File: config.mk
export PLATFORM = sky130hd
export DESIGN_NAME = sdsr_front
export DESIGN_NICKNAME = d
export VERILOG_FILES = /design/src/sdsr_pkg.sv /design/src/sdsr_front.sv
export SDC_FILE = /design/constraint.sdc
export NUM_CORES = 2
export LEC_CHECK = 0
export BUFFER_PORTS_ARGS = -buffer_cell sky130_fd_sc_hd__buf_2
export CORE_MARGIN = 2
export CORE_UTILIZATION = 35
export DETAILED_ROUTE_END_ITERATION = 6
export PLACE_DENSITY = 0.62
export RECOVER_POWER = 25
export REMOVE_ABC_BUFFERS = 1
export SETUP_SLACK_MARGIN = 0.5
export SLEW_MARGIN = 20
export SYNTH_ARGS = -nofsm -noshare
export SYNTH_HDL_FRONTEND = slang
export SYNTH_SLANG_ARGS = --single-unit
File: constraint.sdc
create_clock -name i_clk -period 18.4 [get_ports i_clk]
set_input_delay 1.84 -clock i_clk [delete_from_list [all_inputs] [get_ports i_clk]]
set_output_delay 1.84 -clock i_clk [all_outputs]
set_load 0.01 [all_outputs]
File: src/sdsr_pkg.sv
// Shared types and constants for the sprite depth sort block.
package sdsr_pkg;

    // Sheet handle that marks a sprite as invalid.
    localparam logic [15:0] SHEET_INVALID = 16'hFFFF;

    // Blend mode codes.
    localparam logic [1:0] BLEND_ALPHA    = 2'd0;
    localparam logic [1:0] BLEND_ADDITIVE = 2'd1;
    localparam logic [1:0] BLEND_FLAME    = 2'd2;
    localparam logic [1:0] BLEND_SMOKE    = 2'd3;

    // Configuration register indexes.
    localparam logic [1:0] REG_EYE_X = 2'd0;
    localparam logic [1:0] REG_EYE_Y = 2'd1;
    localparam logic [1:0] REG_EYE_Z = 2'd2;

    // Depth of the queue between the front and the back.
    localparam int QDEPTH = 4;
    localparam int QPW    = $clog2(QDEPTH);
    localparam int QCW    = $clog2(QDEPTH + 1);

    localparam int DIST_W = 51;

    typedef struct packed {
        logic signed [23:0] pos_x;
        logic signed [23:0] pos_y;
        logic signed [23:0] pos_z;
        logic [15:0]        sheet_id;
        logic [1:0]         blend_mode;
        logic               frame_end;
    } t_sprite_in;

    typedef struct packed {
        logic [5:0]  sprite_index;
        logic        run_start;
        logic        additive;
        logic        empty_res;
        logic [15:0] refused_total;
        logic        last_result;
    } t_result;

    // One classified sprite as it waits between the front and the back.
    typedef struct packed {
        logic [DIST_W-1:0] sq_dist;
        logic [15:0]       sheet_id;
        logic [1:0]        blend_mode;
        logic              frame_end;
    } t_entry;

endpackage

File: src/sdsr_front.sv
// Front part: accepts sprites and computes the squared eye distance.
module sdsr_front
    import sdsr_pkg::*;
(
    input  logic               i_clk,
    input  logic               i_rst_n,
    input  logic               i_push,
    input  t_sprite_in         i_item,
    input  logic signed [23:0] i_eye_x,
    input  logic signed [23:0] i_eye_y,
    input  logic signed [23:0] i_eye_z,
    input  logic [QCW-1:0]     i_q_count,
    output logic               o_full,
    output logic               o_q_write,
    output t_entry             o_q_entry
);

    logic                        w_accept;
    logic [QCW+1:0]              w_used;
    logic [24:0]                 w_mag [3];
    logic signed [23:0]          w_pos [3];
    logic signed [23:0]          w_eye [3];
    logic signed [24:0]          w_diff [3];

    logic                        r_a_valid;
    logic [24:0]                 r_a_mag [3];
    logic [15:0]                 r_a_sheet;
    logic [1:0]                  r_a_blend;
    logic                        r_a_end;

    logic                        r_b_valid;
    logic [49:0]                 r_b_sq [3];
    logic [15:0]                 r_b_sheet;
    logic [1:0]                  r_b_blend;
    logic                        r_b_end;

    // Queue slots are reserved for every sprite still in the pipeline.
    assign w_used   = (QCW+2)'(i_q_count) + (QCW+2)'(r_a_valid) + (QCW+2)'(r_b_valid);
    assign o_full   = w_used >= (QCW+2)'(QDEPTH);
    assign w_accept = i_push && !o_full;

    assign w_pos[0] = i_item.pos_x;
    assign w_pos[1] = i_item.pos_y;
    assign w_pos[2] = i_item.pos_z;
    assign w_eye[0] = i_eye_x;
    assign w_eye[1] = i_eye_y;
    assign w_eye[2] = i_eye_z;

    // Absolute difference on each axis, one extra bit for the range.
    always_comb begin
        for (int a = 0; a < 3; a++) begin
            w_diff[a] = 25'(w_pos[a]) - 25'(w_eye[a]);
            w_mag[a]  = w_diff[a][24] ? 25'(-w_diff[a]) : 25'(w_diff[a]);
        end
    end

    // Stage one holds the magnitudes, stage two the squares.
    always_ff @(posedge i_clk) begin
        if (!i_rst_n) begin
            r_a_valid <= 1'b0;
            r_b_valid <= 1'b0;
        end else begin
            r_a_valid <= w_accept;
            r_b_valid <= r_a_valid;
        end
        r_a_mag   <= w_mag;
        r_a_sheet <= i_item.sheet_id;
        r_a_blend <= i_item.blend_mode;
        r_a_end   <= i_item.frame_end;
        for (int a = 0; a < 3; a++) begin
            r_b_sq[a] <= r_a_mag[a] * r_a_mag[a];
        end
        r_b_sheet <= r_a_sheet;
        r_b_blend <= r_a_blend;
        r_b_end   <= r_a_end;
    end

    // The sum of the squares goes straight into the queue.
    assign o_q_write            = r_b_valid;
    assign o_q_entry.sq_dist    = DIST_W'(r_b_sq[0]) + DIST_W'(r_b_sq[1]) + DIST_W'(r_b_sq[2]);
    assign o_q_entry.sheet_id   = r_b_sheet;
    assign o_q_entry.blend_mode = r_b_blend;
    assign o_q_entry.frame_end  = r_b_end;

endmodule

==> impl_metrics.py <==
metrics = {
    "status": {
        "status": "finished with violations",
        "violations": "max-capacitance violations, max-slew violations",
    },
    "sta": {
        "grt_setup_unrepaired": "no",
        "finalHoldViolCount": 0,
        "slew_viol_final": 29,
        "setup_tns_ps": 0,
        "fin_skew_ps": 58.9,
        "setup_viol": 0,
        "fmax_mhz": 117,
        "finalCritPeriodShare_pct": 46.6,
        "tightestPinTransition_ps": 1930,
        "maxSlewHeadroom_pct": -28.8,
        "period_needed_ps": 8570,
    },
    "layout": {
        "area_delta_synth_final_pct": 7.75,
        "drive_gt1_share_pct": 5.00,
        "fin_nets": 9960,
        "layout_commonest_cell": "inv_1",
        "fillers": 19314,
        "mostFrequentLayoutCells": "inv_1 (2154), fa_1 (1453), ha_1 (690)",
        "antenna_cells": 0,
    },
    "synthesis": {
        "synth_edf_count": 0,
        "synth_seq_area_share_pct": 7.71,
        "async_reset_ff_share_pct": 0,
        "synth_ff_type": "dfxtp_1",
        "syn-cell-area_um2": 68000,
        "syn_avg_cell_area_um2": 9.04,
        "synth_cell_type_count": 88,
        "yosysWarnings": 0,
        "synth_top_area_share_pct": 42.8,
        "ys_seq_elements": 262,
        "synth.top_cells.by_area": "fa_1 (43%), ha_1 (13%), inv_1 (12%)",
        "synthCells": 7524,
        "yosysTopAreaCell": "fa_1",
    },
    "setup_path": {
        "cp.arrival_ps": 9080,
        "max_stage_delay_ps": 1380,
        "rr_startpoint": "r_a_mag[50]",
        "crit_path_frequent_cell": "fa_1",
        "rr_endpoint": "r_b_sq[0][45]",
        "startpoint_type": "flip-flop",
        "timing.critical_path.fanout_max": 28,
        "rrSetupSlack_ps": 9830,
        "rr_worst_depth": 23,
        "crit_path_top_delay_cell": "clkbuf_1",
        "cp_cell_sequence": "clkbuf_1 > nand2_1 > fa_1 > fa_1 > inv_1 > fa_1 > fa_1 > fa_1 > fa_1 > inv_1 > fa_1 > inv_1 > ha_1 > a21oi_1 > nand2_1 > a41oi_1 > a21oi_1 > nand4_1 > a31oi_1 > a41o_1 > nor2_1 > o21ai_0 > xor2_1",
        "path_class": "reg -> reg",
        "crit_required_ps": 18910,
        "cp-end-kind": "flip-flop",
    },
    "clock_tree": {
        "path_clk_slew_ps": 60,
        "cts.repair.resized": 0,
        "cts_tree": "done",
        "clock_path_buffers": 3,
        "cts_setup_buffers": 0,
        "numCtsBuffers": 37,
        "clock_latency_ps": 640,
        "cts_sinks": 262,
        "root_buffer": "clkbuf_16",
        "holdBufCountCts": 0,
        "h-tree-depth": 2,
    },
    "die": {
        "dieHeight_um": 445,
        "core_um2": 193000,
        "ios": 241,
        "initial_core_util_pct": 35.3,
        "dieArea_um2": 198000,
        "rows": 161,
        "die_w_um": 445,
    },
    "min_path": {
        "hold_end": "r_b_sheet[5]",
        "holdCritStartpoint": "r_a_sheet[5]",
        "hp-class": "reg -> reg",
        "whs_path_depth": 0,
    },
    "global_route": {
        "overflow": 0,
        "grt_max_degree": 29,
        "antenna_found_initial": 2,
        "grt_pass1_wl_mm": 288,
        "grtUsageTotal_pct": 18.3,
        "grt_pass1_vias": 53495,
    },
    "route": {
        "ant_nets": 0,
        "wl_mm": 177,
        "drc": 0,
        "via_count": 48753,
        "viasPerCell": 4.78,
        "route.detailed.wl_per_inst_um": 17.3,
        "drt_first_pass_iters": 5,
        "drtIter0Drc": 2743,
    },
    "placed_design": {
        "io_buffers": 240,
        "dp_hpwl_mm": 146,
        "gp_congestion": 0.917,
    },
    "run": {
        "cap_violations": 1,
    },
}
how the worst max path moves through the flow:
stage	start	end	slack, ps	cells past startpoint
5_1_grt	r_a_mag[50]	r_b_sq[0][45]	9320	23
3_5_place_dp	r_a_mag[27]	r_b_sq[0][97]	10110	23
3_3_place_gp	r_a_mag[2]	r_b_sq[0][149]	10170	24
4_1_cts	r_a_mag[27]	r_b_sq[0][97]	10020	23
6_report	r_a_mag[50]	r_b_sq[0][45]	9830	23
2_1_floorplan	r_a_mag[52]	r_b_sq[0][46]	11370	26
cell families (layout without fill, tap and decap cells):
family	after synthesis	count (layout)	synth area share, %
AOI/OAI and AO/OA	840	840	7.97
DFF	262	262	7.71
adders and majority gates	2143	2143	55.5
and+or+nand+nor	1564	1564	11.3
buffers and inverters	2369	2519	13.1
other	1	3	0.00551
muxes	9	9	0.140
xor gates and xnor gates	336	336	4.33
area by class of cell:
type / count / area (µm²) / share of cell area (%)
multi-input combinational: 4895 / 53900 / 73.5
inverter: 2154 / 8090 / 11.0
sequential: 262 / 5260 / 7.17
tap: 2526 / 3160 / 4.31
timing repair buffer: 298 / 1590 / 2.18
clock buffer: 43 / 978 / 1.34
clock inverter: 24 / 338 / 0.461
worst max-delay path, delay by kind of cell (launching register included):
kind	cells	cell delay, ps
buffers and inverters	4	1510
XOR/XNOR	1	170
AND/OR/NAND/NOR	4	780
flip-flops	1	300
AO/OA/AOI/OAI	6	1670
adder cells (fa/ha/maj)	8	3980
layer usage:
layer	global-route usage, %	part of all wire (%)	vias to the layer above
li1	-	-	22771
met1	23.8	42	24548
met2	31.7	49	1179
met3	1.89	4.8	253
met4	6.43	3.9	2
met5	0	0.0074	-
synth_stat cells (all sizes together), types with 8 or more instances:
cell type and n:
o211ai 13, clkbuf 205, nand2b 27, a21oi 262, xor2 105, o21a 33, dfxtp 262, o21ai 153
ha 690, o31ai 24, nand4 41, nor4 11, a21o 144, or3 11, a211oi 27, a31oi 34
and3 46, nor2 224, nand3 58, nor3 53, nand2 613, buf 10, a211o 11, fa 1453
and2 383, xnor2 231, inv 2154, a41oi 14, o21bai 36, or2 15, nor2b 48, a31o 8
metrics by stage:
stage / worst slack (ps) / area (µm²) / util, % / hold slack, ps / cells
after CTS: 10020 / 73300 / 38.0 / 326 / 10202
after global placement: 10170 / 72000 / 37.3 / 312 / 10135
after global routing: 9320 / 73300 / 38.0 / 334 / 10202
after floorplan: 11370 / 67200 / - / 310 / 7311
after detailed placement: 10110 / 72000 / 37.3 / 312 / 10135
final: 9830 / 73300 / 38.0 / 326 / 10202
sequential cells by signal, indices dropped and copies added, names as in the netlist:
name,count
r_b_sq,147
r_a_mag,75
r_a_sheet,16
r_b_sheet,16
r_a_blend,2
r_b_blend,2
o_q_write,1
r_a_end,1
r_a_valid,1
r_b_end,1
Power is not shown: default switching activity piles up to over one toggle a cycle in this logic, so the estimate is an artifact.
