**config.mk**
```make
export PLATFORM = sky130hd
export DESIGN_NAME = sdsr_back
export DESIGN_NICKNAME = d
export VERILOG_FILES = /design/src/sdsr_pkg.sv /design/src/sdsr_back.sv
export SDC_FILE = /design/constraint.sdc
export NUM_CORES = 2
export LEC_CHECK = 0
export ABC_AREA = 1
export BUFFER_PORTS_ARGS = -buffer_cell sky130_fd_sc_hd__buf_4
export CAP_MARGIN = 10
export CORE_AREA = 2 2 608 610
export DETAILED_ROUTE_END_ITERATION = 6
export DIE_AREA = 0 0 610 612
export PLACE_DENSITY_LB_ADDON = 0.2
export SLEW_MARGIN = 20
export SYNTH_ARGS = -nofsm -noshare
export SYNTH_HDL_FRONTEND = slang
export SYNTH_MEMORY_MAX_BITS = 65536
export SYNTH_SLANG_ARGS = --single-unit
```
**constraint.sdc**
```tcl
create_clock -name i_clk -period 4.9 [get_ports i_clk]
set_clock_uncertainty 0.1 [all_clocks]
set_input_delay 0.735 -clock i_clk [delete_from_list [all_inputs] [get_ports i_clk]]
set_output_delay 0.735 -clock i_clk [all_outputs]
set_load 0.01 [all_outputs]
```
**src/sdsr_pkg.sv**
```systemverilog
// Shared types and constants for the sprite depth sort block.
package sdsr_pkg;

    // Sheet handle that marks a sprite as invalid.
    localparam logic [15:0] SHEET_INVALID = 16'hFFFF;

    // Blend mode codes.
    localparam logic [1:0] BLEND_ALPHA    = 2'd0;
    localparam logic [1:0] BLEND_ADDITIVE = 2'd1;
    localparam logic [1:0] BLEND_FLAME    = 2'd2;
    localparam logic [1:0] BLEND_SMOKE    = 2'd3;

    // Configuration register indexes.
    localparam logic [1:0] REG_EYE_X = 2'd0;
    localparam logic [1:0] REG_EYE_Y = 2'd1;
    localparam logic [1:0] REG_EYE_Z = 2'd2;

    // Depth of the queue between the front and the back.
    localparam int QDEPTH = 4;
    localparam int QPW    = $clog2(QDEPTH);
    localparam int QCW    = $clog2(QDEPTH + 1);

    localparam int DIST_W = 51;

    typedef struct packed {
        logic signed [23:0] pos_x;
        logic signed [23:0] pos_y;
        logic signed [23:0] pos_z;
        logic [15:0]        sheet_id;
        logic [1:0]         blend_mode;
        logic               frame_end;
    } t_sprite_in;

    typedef struct packed {
        logic [5:0]  sprite_index;
        logic        run_start;
        logic        additive;
        logic        empty_res;
        logic [15:0] refused_total;
        logic        last_result;
    } t_result;

    // One classified sprite as it waits between the front and the back.
    typedef struct packed {
        logic [DIST_W-1:0] sq_dist;
        logic [15:0]       sheet_id;
        logic [1:0]        blend_mode;
        logic              frame_end;
    } t_entry;

endpackage

```
**src/sdsr_back.sv**
```systemverilog
// Back part: stores sprites and emits them farthest first by selection.
module sdsr_back
    import sdsr_pkg::*;
#(
    parameter int MAX_SPRITES = 64
)(
    input  logic    i_clk,
    input  logic    i_rst_n,
    input  logic    i_q_empty,
    input  t_entry  i_q_entry,
    output logic    o_q_pop,
    input  logic    i_pop,
    output logic    o_empty,
    output t_result o_result
);

    localparam int IW = $clog2(MAX_SPRITES);
    localparam int CW = $clog2(MAX_SPRITES + 1);

    typedef enum logic [2:0] {
        ST_IDLE,
        ST_SCAN,
        ST_DRAIN,
        ST_ATTR,
        ST_EMIT
    } t_state;

    t_state              r_state;
    logic [CW-1:0]       r_count;
    logic [15:0]         r_refused;
    logic [MAX_SPRITES-1:0] r_done;
    logic [CW-1:0]       r_scan;
    logic                r_rd_valid;
    logic [IW-1:0]       r_rd_idx;
    logic                r_have;
    logic [DIST_W-1:0]   r_best_d;
    logic [IW-1:0]       r_best;
    logic [CW-1:0]       r_k;
    logic [17:0]         r_prev_attr;
    logic                r_out_valid;
    t_result             r_out;

    logic [DIST_W-1:0]   mem_dist [MAX_SPRITES];
    logic [17:0]         mem_attr [MAX_SPRITES];
    logic [DIST_W-1:0]   r_dist_q;
    logic [17:0]         r_attr_q;

    logic                w_out_free;
    logic                w_store;
    logic                w_full;
    logic [CW-1:0]       n_count;
    logic [1:0]          w_blend;
    logic                w_empty_frame;
    logic                w_emit;

    assign w_out_free    = !r_out_valid || i_pop;
    assign o_q_pop       = (r_state == ST_IDLE) && !i_q_empty && w_out_free;
    assign w_full        = r_count >= CW'(MAX_SPRITES);
    assign w_store       = o_q_pop && !w_full && (i_q_entry.sheet_id != SHEET_INVALID);
    assign n_count       = r_count + CW'(w_store);
    assign w_blend       = r_attr_q[17:16];
    assign w_empty_frame = o_q_pop && i_q_entry.frame_end && (n_count == '0);
    assign w_emit        = (r_state == ST_EMIT) && w_out_free;
    assign o_empty       = !r_out_valid;
    assign o_result      = r_out;

    // Distance and attribute stores, each read through a register.
    always_ff @(posedge i_clk) begin
        if (w_store) begin
            mem_dist[r_count[IW-1:0]] <= i_q_entry.sq_dist;
            mem_attr[r_count[IW-1:0]] <= {i_q_entry.blend_mode, i_q_entry.sheet_id};
        end
        r_dist_q <= mem_dist[r_scan[IW-1:0]];
        r_attr_q <= mem_attr[r_best];
    end

    // Sequencer: load, scan for the farthest remaining sprite, emit it.
    always_ff @(posedge i_clk) begin
        if (!i_rst_n) begin
            r_state     <= ST_IDLE;
            r_count     <= '0;
            r_refused   <= '0;
            r_out_valid <= 1'b0;
            r_rd_valid  <= 1'b0;
            r_have      <= 1'b0;
            r_done      <= '0;
            r_scan      <= '0;
            r_k         <= '0;
        end else begin
            // A new result replaces the one being taken.
            if (w_empty_frame || w_emit) begin
                r_out_valid <= 1'b1;
            end else if (i_pop) begin
                r_out_valid <= 1'b0;
            end

            // Keep the farthest candidate; a tie keeps the lower index.
            if (r_rd_valid && !r_done[r_rd_idx] && (!r_have || r_dist_q > r_best_d)) begin
                r_have   <= 1'b1;
                r_best_d <= r_dist_q;
                r_best   <= r_rd_idx;
            end

            unique case (r_state)
                ST_IDLE: begin
                    r_rd_valid <= 1'b0;
                    if (o_q_pop) begin
                        r_count <= n_count;
                        if (w_full && r_refused != 16'hFFFF) begin
                            r_refused <= r_refused + 16'd1;
                        end
                        if (i_q_entry.frame_end) begin
                            if (n_count == '0) begin
                                r_out <= '{sprite_index: '0, run_start: 1'b0,
                                           additive: 1'b0, empty_res: 1'b1,
                                           refused_total: r_refused,
                                           last_result: 1'b1};
                            end else begin
                                r_state <= ST_SCAN;
                                r_scan  <= '0;
                                r_k     <= '0;
                                r_done  <= '0;
                                r_have  <= 1'b0;
                            end
                        end
                    end
                end
                ST_SCAN: begin
                    r_rd_valid <= 1'b1;
                    r_rd_idx   <= r_scan[IW-1:0];
                    r_scan     <= r_scan + CW'(1);
                    if (r_scan == r_count - CW'(1)) begin
                        r_state <= ST_DRAIN;
                    end
                end
                ST_DRAIN: begin
                    r_rd_valid <= 1'b0;
                    r_state    <= ST_ATTR;
                end
                ST_ATTR: begin
                    r_state <= ST_EMIT;
                end
                ST_EMIT: begin
                    if (w_out_free) begin
                        r_out <= '{sprite_index: 6'(r_best),
                                   run_start: (r_k == '0) || (r_attr_q != r_prev_attr),
                                   additive: (w_blend == BLEND_ADDITIVE) ||
                                             (w_blend == BLEND_FLAME),
                                   empty_res: 1'b0,
                                   refused_total: r_refused,
                                   last_result: r_k == r_count - CW'(1)};
                        r_prev_attr         <= r_attr_q;
                        r_done[r_best]      <= 1'b1;
                        r_have              <= 1'b0;
                        r_scan              <= '0;
                        r_k                 <= r_k + CW'(1);
                        if (r_k == r_count - CW'(1)) begin
                            r_state <= ST_IDLE;
                            r_count <= '0;
                        end else begin
                            r_state <= ST_SCAN;
                        end
                    end
                end
                default: begin
                    r_state <= ST_IDLE;
                end
            endcase
        end
    end

    // The store never holds more sprites than its capacity.
    a_count_cap: assert property (@(posedge i_clk) disable iff (!i_rst_n)
        r_count <= CW'(MAX_SPRITES))
        else $error("sprite count above capacity");

    // No queue entry is taken while a sort is under way.
    a_no_pop_sort: assert property (@(posedge i_clk) disable iff (!i_rst_n)
        (r_state != ST_IDLE) |-> !o_q_pop)
        else $error("queue popped during sort");

    // Every emitted sprite index lies inside the stored frame.
    a_index_range: assert property (@(posedge i_clk) disable iff (!i_rst_n)
        (r_state == ST_EMIT && w_out_free) |-> (CW'(r_best) < r_count))
        else $error("emitted index outside the frame");

endmodule

```
==> flow_summary.json <==
{
  "cp-endpoint": "r_best_d[35]",
  "cp_top_family": "simple AND/OR/NAND/NOR gates",
  "p_sw_share_pct": 24.01,
  "antenna_found_initial": 18,
  "fin_crit_ns": 3.919,
  "grt_pass1_wl_um": 835700,
  "hold_viol_final": 0,
  "ir_drop_mv": 0.3383,
  "power_per_cell_area_nw_per_um2": 426.4,
  "combinationalPowerShare_pct": 8.1,
  "grt_max_degree": 171,
  "regToRegSetupSlack_ns": 0.98,
  "rows": 223,
  "route.vias.total": 120600,
  "post_cts_resized": 0,
  "drtIter0Drc": 17520,
  "slowest_stage": "nand4_1",
  "cts_tree": "done",
  "outcome": "complete, but fails checks",
  "critPathMaxStageDelay_ns": 0.59,
  "required_ns": 5.42,
  "dr.pass1.iters": 7,
  "routed_via_density": 6.274,
  "relSlewSlack_pct": 23.58,
  "cp_cell_sequence": "buf_4 > inv_1 > nand2_1 > nand3_1 > nand3_1 > nand2_1 > nand2_1 > nand3_1 > nand3_1 > nand4_1 > nor2_4 > buf_4",
  "core_area_um2": 367200,
  "grt_remaining_overflow": 0,
  "yosys.cell_types.count": 48,
  "finalCritPeriodShare_pct": 79.98,
  "fin_ws_ns": 0.9812,
  "pre_cts_slack_ns": 0.5530,
  "timing.rr.end": "r_best_d[35]",
  "grt_pass1_vias": 114400,
  "end_kind": "flop",
  "drc": 3,
  "crit_start": "r_rd_idx[0]",
  "avgRoutedWirePerCell_um": 30.55,
  "pwr-share-seq_pct": 50.6,
  "min_path_type": "input pin to flop",
  "postRouteWirelength_um": 587300,
  "worstReg2RegStart": "r_rd_idx[0]",
  "worstSetupPathType": "flop to flop",
  "htreeDepth": 5,
  "synthCells": 13770,
  "crit_path_max_fanout": 40,
  "path_depth": 12,
  "cts_inserted_buffers": 468,
  "area_growth_pct": 13.95,
  "yosys_warnings": 0,
  "io_pins": 102,
  "clockBufferDepth": 4,
  "p_int_w": 0.06745,
  "synth-seq-cells": 4699,
  "tightest_slew_ns": 1.134,
  "final-max-slew-violation-count": 0,
  "portBuffers": 101,
  "ant_nets": 0,
  "post_cts_buffers": 0,
  "leakagePower_nw": 68.42,
  "critPathArrivalTime_ns": 4.43,
  "ys_seq_area_share_pct": 76.28,
  "power_switching_w": 0.02131,
  "fp.dieH_um": 612,
  "crit_path_start_kind": "flop",
  "syn_avg_cell_area_um2": 13.27,
  "crit_top_cell": "nand3_1",
  "die_area_um2": 373300,
  "cp_num_buf_inv": 3,
  "syn-cell-area_um2": 182700,
  "maxCapViolCount": 0,
  "layout-drive-gt1-share_pct": 9.955,
  "dp.cells": 18330,
  "worst-r2r-cell-count": 12,
  "synth_nets": 13900,
  "cts.sinks": 4699,
  "initial_core_util_pct": 49.75,
  "violations": "design-rule violations",
  "cts_hold_buf": 6,
  "rsz0062_at_grt": "no",
  "place_hpwl_um": 335200,
  "finalSetupViolCount": 0,
  "die_width_um": 610,
  "fillers": 28990,
  "max_freq_mhz": 255.2,
  "gp_congestion": 0.9011,
  "cts_root_buf": "clkbuf_16",
  "clkTransAtPathRegs_ns": 0.06,
  "holdPathStages": 1,
  "pwr-share-clk_pct": 41.3,
  "grt_use_total_pct": 30.93,
  "clk_latency_ns": 1.01,
  "nNetsFinal": 14100,
  "stdcell_count": 19220
}
worst reg2reg max path: stages, from the launching register on:
cell	delay, ns
edfxtp_1	0.32
buf_4	0.34
inv_1	0.55
nand2_1	0.20
nand3_1	0.09
nand3_1	0.10
nand2_1	0.08
nand2_1	0.06
nand3_1	0.08
nand3_1	0.12
nand4_1	0.59
nor2_4	0.31
buf_4	0.55
layout by cell type, fill, tap and decap left out, types with 13 or more instances in the layout:
master	Yosys	routed
buf_12	0	190
nand3_1	516	514
nand2_1	1513	1513
a21oi_1	302	301
nor3_1	18	16
clkbuf_16	0	472
o21ai_0	1770	1770
nor2_1	2082	2015
nor2_4	3	70
xor2_1	29	29
o2111ai_1	75	75
bufinv_16	0	62
a22oi_1	134	134
inv_2	21	13
a21oi_2	18	18
clkinv_1	4	115
inv_1	457	454
clkinvlp_4	0	15
nand2_2	15	15
o22ai_1	512	512
dfxtp_1	176	171
clkinv_2	0	86
buf_4	20	407
edfxtp_1	4523	4523
o211ai_1	226	226
clkbuf_1	500	100
nand4_1	178	178
ha_1	58	58
o221ai_1	187	187
sequential cells by signal, summed over array words and instances, names as in the netlist:
| signal | cells |
|---|---|
| r_attr_q | 18 |
| r_have | 1 |
| r_rd_idx | 6 |
| r_count | 7 |
| r_rd_valid | 1 |
| mem_attr | 1152 |
| r_dist_q | 51 |
| r_out_valid | 1 |
| o_result | 26 |
| mem_dist | 3264 |
| r_state | 3 |
| r_done | 64 |
| r_best | 6 |
| r_refused | 16 |
| r_scan | 7 |
| r_prev_attr | 18 |
| r_k | 7 |
| r_best_d | 51 |
power by group through the flow:
stage,Combinational [W],Sequential [W],Clock [W]
finish,0.00720,0.0449,0.0366
global route,0.00768,0.0450,0.0385
CTS,0.00711,0.0449,0.0369
detailed placement,0.00708,0.0458,0
global placement,0.00699,0.0458,0
floorplan,0.00372,0.0457,0
how the worst min path moves through the flow:
stage	start	end
floorplan	r_scan[2]	r_rd_idx[2]
global placement	r_dist_q[45]	r_best_d[45]
detailed placement	r_attr_q[14]	r_prev_attr[14]
CTS	i_q_entry[48]	mem_dist[55][29]
global route	i_q_entry[30]	mem_dist[15][11]
finish	i_q_entry[30]	mem_dist[15][11]
Yosys cell counts (all sizes together):
master / n / area [um2]
o221ai: 187 / 1638
nor3: 26 / 170.2
a211oi: 4 / 30.03
nand4: 178 / 1114
and3: 3 / 18.77
ha: 58 / 725.7
edfxtp: 4523 / 135800
o22ai: 512 / 3203
xor2: 30 / 270.3
nor2: 2088 / 7868
o21ai: 1782 / 8919
o211ai: 226 / 1697
a31oi: 2 / 12.51
clkbuf: 500 / 1877
nor4: 7 / 50.05
a31o: 1 / 8.760
a22o: 1 / 8.760
a21oi: 320 / 1669
a21o: 2 / 15.01
nand2: 1530 / 5796
buf: 374 / 1948
dfxtp: 176 / 3523
or2: 5 / 31.28
o31ai: 3 / 22.52
nand3b: 3 / 22.52
inv: 478 / 1794
xnor2: 9 / 78.83
o2111ai: 75 / 656.9
o21a: 2 / 15.01
nand3: 523 / 2660
a22oi: 134 / 1006
clkinv: 4 / 15.01
stage by stage:
| step | power (W) | setup TNS, ns | instance area, um2 | utilization, % | hold WS (ns) |
|---|---|---|---|---|---|
| global route | 0.09109 | 0 | 208100 | 56.68 | 0.2121 |
| finish | 0.08876 | 0 | 208200 | 56.69 | 0.2018 |
| detailed placement | 0.05286 | 0 | 192500 | 52.41 | 0.3193 |
| floorplan | 0.04939 | -1442.37 | 182700 | - | 0.3029 |
| CTS | 0.08896 | 0 | 208100 | 56.68 | 0.1780 |
| global placement | 0.05276 | 0 | 192500 | 52.41 | 0.3207 |
logic make-up (layout without fill, tap and decap cells):
family	after synthesis	after routing	synth area share (%)
AO/OA/AOI/OAI	3251	3251	10.35
buffers and inverters	1356	1965	3.084
other	0	12	0
XOR/XNOR	39	39	0.1911
adder cells (fa/ha/maj)	58	58	0.3972
flip-flops	4699	4699	76.28
AND/OR/NAND/NOR	4363	4363	9.705
routing by layer:
layer / track usage [%] / vias up / wire length, um / part of all wire (%)
li1: - / 51250 / - / -
met1: 42.70 / 60730 / 226100 / 39
met2: 48.74 / 7351 / 270100 / 46
met3: 4.952 / 1271 / 60540 / 10
met4: 13.76 / 2 / 30540 / 5.2
met5: 0 / - / 12 / 0.0020
area by class of cell:
class | instances | area (um2) | area share [%]
Tap cell | 4837 | 6052 | 2.907
Inverter | 482 | 1874 | 0.9004
Sequential cell | 4699 | 139400 | 66.95
Clock inverter | 303 | 3367 | 1.617
Multi-Input combinational cell | 7711 | 38300 | 18.40
Timing Repair Buffer | 603 | 6919 | 3.324
Antenna cell | 12 | 30.03 | 0.01443
Clock buffer | 577 | 12260 | 5.887
No activity file was read; power rests on OpenSTA's default activity.
