--- src/sdsr_pkg.sv ---
// Shared types and constants for the sprite depth sort block.
package sdsr_pkg;

    // Sheet handle that marks a sprite as invalid.
    localparam logic [15:0] SHEET_INVALID = 16'hFFFF;

    // Blend mode codes.
    localparam logic [1:0] BLEND_ALPHA    = 2'd0;
    localparam logic [1:0] BLEND_ADDITIVE = 2'd1;
    localparam logic [1:0] BLEND_FLAME    = 2'd2;
    localparam logic [1:0] BLEND_SMOKE    = 2'd3;

    // Configuration register indexes.
    localparam logic [1:0] REG_EYE_X = 2'd0;
    localparam logic [1:0] REG_EYE_Y = 2'd1;
    localparam logic [1:0] REG_EYE_Z = 2'd2;

    // Depth of the queue between the front and the back.
    localparam int QDEPTH = 4;
    localparam int QPW    = $clog2(QDEPTH);
    localparam int QCW    = $clog2(QDEPTH + 1);

    localparam int DIST_W = 51;

    typedef struct packed {
        logic signed [23:0] pos_x;
        logic signed [23:0] pos_y;
        logic signed [23:0] pos_z;
        logic [15:0]        sheet_id;
        logic [1:0]         blend_mode;
        logic               frame_end;
    } t_sprite_in;

    typedef struct packed {
        logic [5:0]  sprite_index;
        logic        run_start;
        logic        additive;
        logic        empty_res;
        logic [15:0] refused_total;
        logic        last_result;
    } t_result;

    // One classified sprite as it waits between the front and the back.
    typedef struct packed {
        logic [DIST_W-1:0] sq_dist;
        logic [15:0]       sheet_id;
        logic [1:0]        blend_mode;
        logic              frame_end;
    } t_entry;

endpackage

--- src/sdsr_queue.sv ---
// Short queue that decouples the front from the back.
module sdsr_queue
    import sdsr_pkg::*;
(
    input  logic           i_clk,
    input  logic           i_rst_n,
    input  logic           i_write,
    input  t_entry         i_entry,
    input  logic           i_read,
    output logic           o_empty,
    output logic [QCW-1:0] o_count,
    output t_entry         o_entry
);

    t_entry           r_slot [QDEPTH];
    logic [QPW-1:0]   r_wr;
    logic [QPW-1:0]   r_rd;
    logic [QCW-1:0]   r_count;

    assign o_empty = r_count == '0;
    assign o_count = r_count;
    assign o_entry = r_slot[r_rd];

    // Pointers and fill count; the front never writes into a full queue.
    always_ff @(posedge i_clk) begin
        if (!i_rst_n) begin
            r_wr    <= '0;
            r_rd    <= '0;
            r_count <= '0;
        end else begin
            if (i_write) begin
                r_wr <= QPW'((32'(r_wr) + 1) % QDEPTH);
            end
            if (i_read) begin
                r_rd <= QPW'((32'(r_rd) + 1) % QDEPTH);
            end
            r_count <= r_count + QCW'(i_write) - QCW'(i_read);
        end
        if (i_write) begin
            r_slot[r_wr] <= i_entry;
        end
    end

endmodule

--- config.mk ---
export PLATFORM = sky130hd
export DESIGN_NAME = sdsr_queue
export DESIGN_NICKNAME = d
export VERILOG_FILES = /design/src/sdsr_pkg.sv /design/src/sdsr_queue.sv
export SDC_FILE = /design/constraint.sdc
export NUM_CORES = 1
export LEC_CHECK = 0
export ABC_AREA = 1
export BUFFER_PORTS_ARGS = -buffer_cell sky130_fd_sc_hd__buf_2
export CAP_MARGIN = 20
export CORE_ASPECT_RATIO = 1.1
export CORE_MARGIN = 2
export CORE_UTILIZATION = 40
export DETAILED_ROUTE_END_ITERATION = 10
export SETUP_SLACK_MARGIN = 0.5
export SYNTH_ARGS = -nofsm -noshare
export SYNTH_HDL_FRONTEND = slang
export SYNTH_SLANG_ARGS = --single-unit
--- constraint.sdc ---
create_clock -name i_clk -period 3.5 [get_ports i_clk]
set_clock_uncertainty 0.1 [all_clocks]
set_input_delay 0.175 -clock i_clk [delete_from_list [all_inputs] [get_ports i_clk]]
set_output_delay 0.175 -clock i_clk [all_outputs]
set_load 0.02 [all_outputs]
==> impl_metrics.ini, run 1 <==
[die]
coreArea_um2 = 29400
die_w_um = 168
die_area_um2 = 31200
io_pins = 148
rows = 66
start_util_pct = 40.5
die_y_um = 185

[critical_path]
r2r_slack_ns = 1.41
critPathKind = reg -> out
critPathSlowestCell = dfxtp_4
startpoint_type = flop
arrival_ns = 2.15
end_kind = primary output
required_ns = 3.22
rr_endpoint = r_slot[1][65]
reg2reg_depth = 5
crit_chain = buf_4, a21oi_1, o21ai_0, nand2_1, buf_2
max_stage_delay_ns = 0.72
r2r-start = r_wr[1]
path_max_fanout = 39

[yosys]
yosysSeqAreaShare_pct = 72.2
synth.avg_cell_area_um2 = 13.7
ys_ff_latch = 289
ys_warn_count = 0
syn-cell-area_um2 = 11900
mappedNetlistNets = 952
yosysUniqueCellTypes = 18
synth_top_area_share_pct = 70.6
synthTopCellsByArea = edfxtp_1 71%, o211ai_2 7.4%, inv_1 4.9%, nand2_1 4.7%, a21oi_1 3.2%
syn_inst = 871
yosys.area.top_type = edfxtp_1

[cts]
clock_latency_ns = 0.53
cts_num_sinks = 289
post_cts_resized = 0
cts-root-buf = clkbuf_16
clock_path_buffers = 3
numCtsBuffers = 29
clk_pin_slew_ns = 0.06
cts_tree = yes
htree_num_levels = 1
cts_setup_buffers = 0

[detailed_routing]
routed-wl-met2_um = 11200
wl_um = 23100
drtAntennaViolNets = 0
wl_per_cell_um = 15.5
dr.pass1.iters = 6
drt_iter0_drc = 424
met1_length_um = 10400
vias_per_cell = 4.68
drc = 0
highest_layer = met4
vias = 6954
met3_length_um = 1110

[power_and_ir_drop]
seqPwrFrac_pct = 49.7
powerDensity_nw_per_um2 = 555
swShare_pct = 23.5
ir_drop_v = 0.000388
power.total_w = 0.00808
clockPowerShare_pct = 39.0
leakage_nw = 5.66
combPwrFrac_pct = 11.4
switchingPower_w = 0.00190
p_int_w = 0.00618

[sta]
setup_tns_ns = 0
fmax_mhz = 413
setup_viol_count_final = 0
finalCritPeriodShare_pct = 69.1
hold_violations = 0
slew_violations = 0
period_minus_slack_ns = 2.42
worst_pin_slew_ns = 1.01
relSlewSlack_pct = 33.0
rsz0062_at_grt = no

[finish]
fin_nets = 1170
layout-drive-gt1-share_pct = 25.3
area_delta_synth_final_pct = 22.3
most-common-layout-cells = 280 x edfxtp_1, 151 x inv_1, 150 x nand2_1
nFillCells = 2565
antennaDiodeCount = 0
layout_commonest_cell = edfxtp_1

[place]
dp_hpwl_um = 13700
gp_congestion = 0.685
port_buffers = 147

[hold_path]
hold_start = i_entry[26]
holdPathEnd = r_slot[0][26]
worstHoldPathType = in -> reg
min_path_cells = 2

[grt]
grtUsageTotal_pct = 14.7
grt_pass1_vias = 6895
grt_max_degree = 73
gr-total-overflow = 0
grt_antenna_before_repair = 0
grt_first_pass_wirelength_um = 36300

[outcome]
status = finished clean

[job]
maxCapViolCount = 0
[cell families after synthesis]
kind of cell / share of synthesized area [%]
flops: 72.2
compound gates: 13.7
buf+inv: 8.54
simple gates: 4.85
fa+ha+maj: 0.799
[cell usage after synthesis]
master      n
a21oi_1    76
buf_12      8
buf_2      15
buf_4      11
buf_6       9
clkbuf_1    4
dfxtp_1     9
edfxtp_1  280
fa_1        1
ha_1        6
inv_1     155
nand2_1   150
nand3_1     1
nor2_1      1
nor3_1      1
o211ai_2   70
o21ai_0    44
o21ai_1    30
[power by group through the flow]
stage	Clock, W	Sequential [W]	Combinational (W)
final	0.00315	0.00401	0.000920
after global routing	0.00335	0.00402	0.00102
after CTS	0.00323	0.00401	0.000937
after detailed placement	0	0.00409	0.000867
after global placement	0	0.00408	0.000856
after floorplan	0	0.00408	0.000586
[repair_timing]
item | 4_1_cts | 5_1_grt
hold buffers | 74 | 0
hold endpoints to repair | 289 | 0
endpoints found under the setup margin | 0 | 0
[area by class of cell]
cell class / count / area [um2] / share of cell area (%)
clock buffers: 39 / 813 / 5.59
clock inverters: 14 / 173 / 1.19
inverters: 155 / 587 / 4.03
multi-input cells: 380 / 2300 / 15.8
flip-flops and latches: 289 / 8600 / 59.1
well taps: 374 / 468 / 3.22
repair buffers: 234 / 1620 / 11.1
[metal layers]
layer,vias up,GRT usage [%]
met5,-,0
met4,0,3.34
met3,34,2.97
met2,121,25.5
met1,3338,19.2
li1,3461,-
[worst max path at each step]
stage | from | endpoint | slack (ns) | cells past startpoint
final | flop | o_entry[23] | 1.08 | 5
after global routing | flop | o_entry[23] | 0.92 | 5
after CTS | flop | o_entry[23] | 1.0 | 5
after detailed placement | r_wr[1] | r_slot[1][67] | 1.36 | 5
after global placement | r_wr[1] | r_slot[1][62] | 1.39 | 5
after floorplan | r_wr[0] | r_slot[2][0] | 1.03 | 4
[sequential cells by signal, indices dropped and copies added, names as in the netlist, named ones only]
register and cells:
r_wr 2, r_rd 2, o_count 3, r_slot 280
[metrics by stage]
step | worst slack [ns] | utilization, % | cells | hold slack (ns) | area [um2]
floorplan | 1.03 | - | 871 | 0.167 | 11900
global placement | 1.39 | 43.5 | 1357 | 0.293 | 12800
detailed placement | 1.36 | 43.5 | 1357 | 0.295 | 12800
CTS | 1.00 | 49.4 | 1484 | 0.278 | 14500
global route | 0.921 | 49.5 | 1485 | 0.281 | 14600
finish | 1.08 | 49.5 | 1485 | 0.297 | 14600
[worst max-delay path, delay by kind of cell, from the launching register on]
| kind | cells | cell delay [ns] |
|---|---|---|
| buf+inv | 2 | 0.60 |
| flops | 1 | 0.72 |
| simple gates | 1 | 0.12 |
| compound gates | 2 | 0.17 |
No activity file was read; power rests on OpenSTA's default activity.
==> run 2, diff against run 1 <==
Clock period 3.5 ns to 2.04 ns, I/O delays scaled along.
==> impl_metrics.ini, run 2 (same netlist as run 1, synthesis figures left out) <==
[sta]
slew_violations = 0
setup_viol_count_final = 0
period_minus_slack_ns = 1.95
relSlewSlack_pct = 80.8
fmax_mhz = 512
hold_violations = 0
worst_pin_slew_ns = 0.289
finalCritPeriodShare_pct = 95.7
rsz0062_at_grt = yes

[critical_path]
startpoint_type = flop
critPathKind = reg -> out
arrival_ns = 1.75
rr_endpoint = o_count[1]
critPathCapture = o_entry[30]
end_kind = primary output
required_ns = 1.84
r2r-start = o_count[0]
r2r_slack_ns = 0.47
path_max_fanout = 9
reg2reg_depth = 7

[place]
port_buffers = 147
gp_congestion = 0.716
placed_cells = 1375
dp_hpwl_um = 13500

[outcome]
status = finished clean

[cts]
cts_num_sinks = 289
htree_num_levels = 1
numCtsBuffers = 30
cts_tree = yes
clock_path_buffers = 3
clock_latency_ns = 0.54
cts-root-buf = clkbuf_16
clk_pin_slew_ns = 0.06

[power_and_ir_drop]
combPwrFrac_pct = 16.0
powerDensity_nw_per_um2 = 900
clockPowerShare_pct = 37.8
power.total_w = 0.0149
swShare_pct = 24.2
seqPwrFrac_pct = 46.2
ir_drop_v = 0.000470
switchingPower_w = 0.00361
leakage_nw = 6.40
p_int_w = 0.0113

[die]
start_util_pct = 40.5
coreArea_um2 = 29400
die_area_um2 = 31200
die_y_um = 185
rows = 66
io_pins = 148
die_w_um = 168

[detailed_routing]
wl_per_cell_um = 17.1
drtAntennaViolNets = 0
dr.pass1.iters = 4
met1_length_um = 11400
vias = 7434
highest_layer = met4
wl_um = 26400
drc = 0
met3_length_um = 1010
drt_iter0_drc = 374
routed-wl-met2_um = 13500
vias_per_cell = 4.84

[finish]
fin_util_pct = 56.3
largest_register_ffs = 280
fin_nets = 1219
stdcell_count = 1537
area_delta_synth_final_pct = 39.1
seq_area_um2 = 8600
multi_input_area_um2 = 2750
most-common-layout-cells = 280 x edfxtp_1, 147 x inv_1, 123 x nand2_1
largest-register = r_slot
layout_commonest_cell = edfxtp_1
layout-drive-gt1-share_pct = 37.1
nFillCells = 2362

[grt]
grt_first_pass_wirelength_um = 38700
grt_antenna_before_repair = 1
grt_max_degree = 41
grt_pass1_vias = 7371
gr-total-overflow = 0
grtUsageTotal_pct = 15.8

[job]
maxCapViolCount = 0

[hold_path]
worstHoldPathType = in -> reg
## run 2: changes by cell type in the layout (fill, tap and decap cells not counted), moves of 33 or more
cell,delta
a21oi_1,-55
buf_6,+74
o21ai_0,-37
a21oi_2,+50
o21ai_1,+33
buf_2,-69
## run 2: metal layers
layer | GRT usage [%] | vias to the layer above
met3 | 2.61 | 32
met5 | 0 | -
met1 | 20.3 | 3666
li1 | - | 3583
met2 | 27.5 | 153
met4 | 4.76 | 0
## run 2: cell type report
class | instances | area share [%]
antenna | 1 | 0.0151
sequential | 289 | 52.0
inverter | 155 | 3.64
timing repair buffer | 282 | 18.8
tap | 374 | 2.83
multi-input combinational | 380 | 16.6
clock buffer | 35 | 4.78
clock inverter | 21 | 1.41
## run 2: repair_timing
action                     in CTS  in global routing
pin swaps                      16                 28
gates cloned                    7                 10
resized for setup             116                182
buffers inserted               12                  2
hold endpoints to repair      289                  0
setup endpoints to repair     134                 80
hold buffers                   74                  0
## run 2: power by group through the flow
stage          logic (W)  clock network (W)  registers, W
2_1_floorplan    0.00104                  0       0.00700
3_3_place_gp     0.00159                  0       0.00701
3_5_place_dp     0.00162                  0       0.00702
4_1_cts          0.00206            0.00575       0.00687
5_1_grt          0.00257            0.00599       0.00690
6_report         0.00239            0.00563       0.00688
## run 2: stage by stage
stage	setup TNS [ns]	setup slack (ns)	instance area, um2	hold WS, ns
after floorplan	-15.99	-0.0680	12000	0.0939
after global placement	0	0.423	13300	0.218
after detailed placement	0	0.405	13300	0.218
after CTS	0	0.0589	15700	0.177
after global routing	-0.0143	-0.0143	16600	0.192
final	0	0.0886	16600	0.207
## run 2: worst max-delay path: stages (launching register included)
cell       delay (ns)
dfxtp_4          0.39
buf_12           0.18
clkbuf_16        0.17
a21oi_1          0.16
o21ai_1          0.09
nand2_1          0.09
buf_6            0.12
## run 2: worst min-delay path by stage
stage                     cells after the start  slack (ns)       endpoint        start
after global placement                        1        0.22  r_slot[1][33]  i_entry[33]
after detailed placement                      1        0.22   r_slot[0][8]   i_entry[8]
after global routing                          2        0.19  r_slot[3][62]  i_entry[62]
after CTS                                     2        0.18  r_slot[3][62]  i_entry[62]
after floorplan                               1        0.09           flop       i_read
final                                         2        0.21   r_slot[0][8]   i_entry[8]
==> run 3, diff against run 2 <==
Settings changed: ABC_AREA 1 to 0.
==> impl_metrics.ini, run 3 <==
[outcome]
status = complete, but fails checks
violations = negative setup slack

[place]
placed_cell_area_um2 = 11900
gp_congestion = 0.676
dp_hpwl_um = 11500
placed_cells = 903
port_buffers = 147
dpl_worst_slack_ns = 0.295

[power_and_ir_drop]
power.total_w = 0.0141
ir_drop_v = 0.000613
powerDensity_nw_per_um2 = 988
leakage_nw = 4.90

[sta]
worst_pin_slew_ns = 0.308
setup_tns_ns = -4.10
finalCritPeriodShare_pct = 105
relSlewSlack_pct = 79.5
fin_ws_ns = -0.110
slew_violations = 0
setup_viol_count_final = 69
hold_violations = 0
rsz0062_at_grt = yes
fmax_mhz = 465
period_minus_slack_ns = 2.15

[finish]
layout_commonest_cell = edfxtp_1
nFillCells = 2020
fin_nets = 760
final_area_um2 = 14300
antennaDiodeCount = 0
largest_register_ffs = 280
most-common-layout-cells = 280 x edfxtp_1, 116 x buf_2, 73 x dlygate4sd3_1
area_delta_synth_final_pct = 34.3
stdcell_count = 1051
largest-register = r_slot
layout-drive-gt1-share_pct = 45.5

[critical_path]
r2r-start = o_count[0]
arrival_ns = 1.95
required_ns = 1.84
rr_endpoint = o_count[1]
path_max_fanout = 5
reg2reg_depth = 6
startpoint_type = flop
end_kind = primary output
r2r_slack_ns = 0.42
critPathKind = reg -> out

[yosys]
synth_top_area_share_pct = 79.2
synth_fa_ha_area_share_pct = 0.896
synth_most_common_cell = edfxtp_1
yosys.area.top_type = edfxtp_1
synth_top_family_by_area = multiplexers
synth_mux_area_share_pct = 15.0
synth.avg_cell_area_um2 = 26.0
yosys-top-cells-count = 280 x edfxtp_1, 70 x mux4_2, 9 x dfxtp_1
synth_compound_area_share_pct = 0.141
mappedNetlistNets = 489
syn_inst = 408
synthSimpleGateAreaFrac_pct = 0.649
synth_edf_count = 280
syn-cell-area_um2 = 10600
synthTopCellsByArea = edfxtp_1 79%, mux4_2 15%, dfxtp_1 1.7%, buf_12 1.3%, ha_1 0.71%
yosysSeqAreaShare_pct = 80.9
ys_warn_count = 0
synth-main-ff-cell = edfxtp_1
ys_ff_latch = 289
synth_xor_area_share_pct = 0.389
yosysUniqueCellTypes = 19
ys_async_sr_fraction_pct = 0

[hold_path]
hold_start = i_entry[13]
min_path_cells = 2
worstHoldPathType = in -> reg
holdPathEnd = r_slot[2][13]

[cts]
cts-root-buf = clkbuf_16
clk_pin_slew_ns = 0.06
clock_path_buffers = 3
numCtsBuffers = 29
cts_num_sinks = 289
cts_tree = yes
htree_num_levels = 1
clock_latency_ns = 0.53

[grt]
grtUsageTotal_pct = 14.9
gr-total-overflow = 0
grt_antenna_before_repair = 1
grt_max_degree = 71
grt_first_pass_wirelength_um = 32000
grt_pass1_vias = 5800

[die]
die_w_um = 159
io_pins = 148
die_area_um2 = 27800
coreArea_um2 = 26100
start_util_pct = 40.7
die_y_um = 175
rows = 62

[detailed_routing]
dr.pass1.iters = 4
vias = 5163
wl_um = 21500
drc = 0
wl_per_cell_um = 20.5
vias_per_cell = 4.91
drtAntennaViolNets = 0
drt_iter0_drc = 294

[job]
maxCapViolCount = 0
[run 3: cell types whose count changed after synthesis, moves of 30 or more]
cell / before / now
a21oi_1: 76 / 1
o211ai_2: 70 / 0
o21ai_1: 30 / 0
inv_1: 155 / 7
o21ai_0: 44 / 0
nand2_1: 150 / 0
mux4_2: 0 / 70
[run 3: area by class of cell]
class | instances | area [um2] | area share [%]
Clock inverter | 11 | 129 | 0.904
Timing Repair Buffer | 256 | 2320 | 16.3
Sequential cell | 289 | 8610 | 60.4
Multi-Input combinational cell | 96 | 1900 | 13.3
Inverter | 7 | 33.8 | 0.237
Clock buffer | 40 | 817 | 5.73
Tap cell | 352 | 440 | 3.09
[run 3: repair_timing]
action,in CTS,in global routing
setup buffers,9,4
cloned,3,8
endpoints found under the setup margin,255,143
pin swaps,2,0
gates resized for setup,21,60
hold buffers,73,0
endpoints found under the hold margin,289,0
[run 3: report_power, final]
part	internal (W)	switching, W	leakage (nW)
registers	0.00682	0.0000934	2.65
clock network	0.00315	0.00207	0.463
logic	0.000987	0.000957	1.79
total	0.0110	0.00312	4.90
[run 3: worst max-delay path by stage]
stage	slack [ns]	to	start
global placement	0.31	o_entry[19]	flop
CTS	-0.17	o_entry[27]	flop
global route	-0.17	o_entry[30]	flop
finish	-0.11	o_entry[30]	flop
floorplan	0.42	o_count[2]	o_count[0]
detailed placement	0.30	o_entry[27]	flop
[run 3: stage by stage]
stage	hold WS [ns]	utilization, %
after detailed placement	0.221	45.7
after floorplan	0.101	-
final	0.224	54.7
after global placement	0.211	45.7
after CTS	0.197	53.1
after global routing	0.206	54.7
[run 3: cells by family (layout without fill, tap and decap cells)]
| family | Yosys count | after routing |
|---|---|---|
| adders and majority gates | 7 | 7 |
| buffers and inverters | 23 | 314 |
| DFF | 289 | 289 |
| and+or+nand+nor | 13 | 13 |
| muxes | 71 | 71 |
| xor gates and xnor gates | 3 | 3 |
| AOI/OAI and AO/OA | 2 | 2 |
[run 3: per-layer routing]
layer,global-route usage [%],share of wire [%],up-vias,wire length (um)
li1,-,-,2283,-
met1,18.6,42,2715,9080
met2,26.9,52,135,11200
met3,3.01,4.5,28,963
met4,3.37,1.3,2,289
met5,0,0.060,-,13
[run 3: critical path: stages, from the launching register on]
cell	delay (ns)
dfxtp_4	0.37
buf_12	0.12
buf_12	0.11
buf_12	0.12
mux4_2	0.53
buf_6	0.15
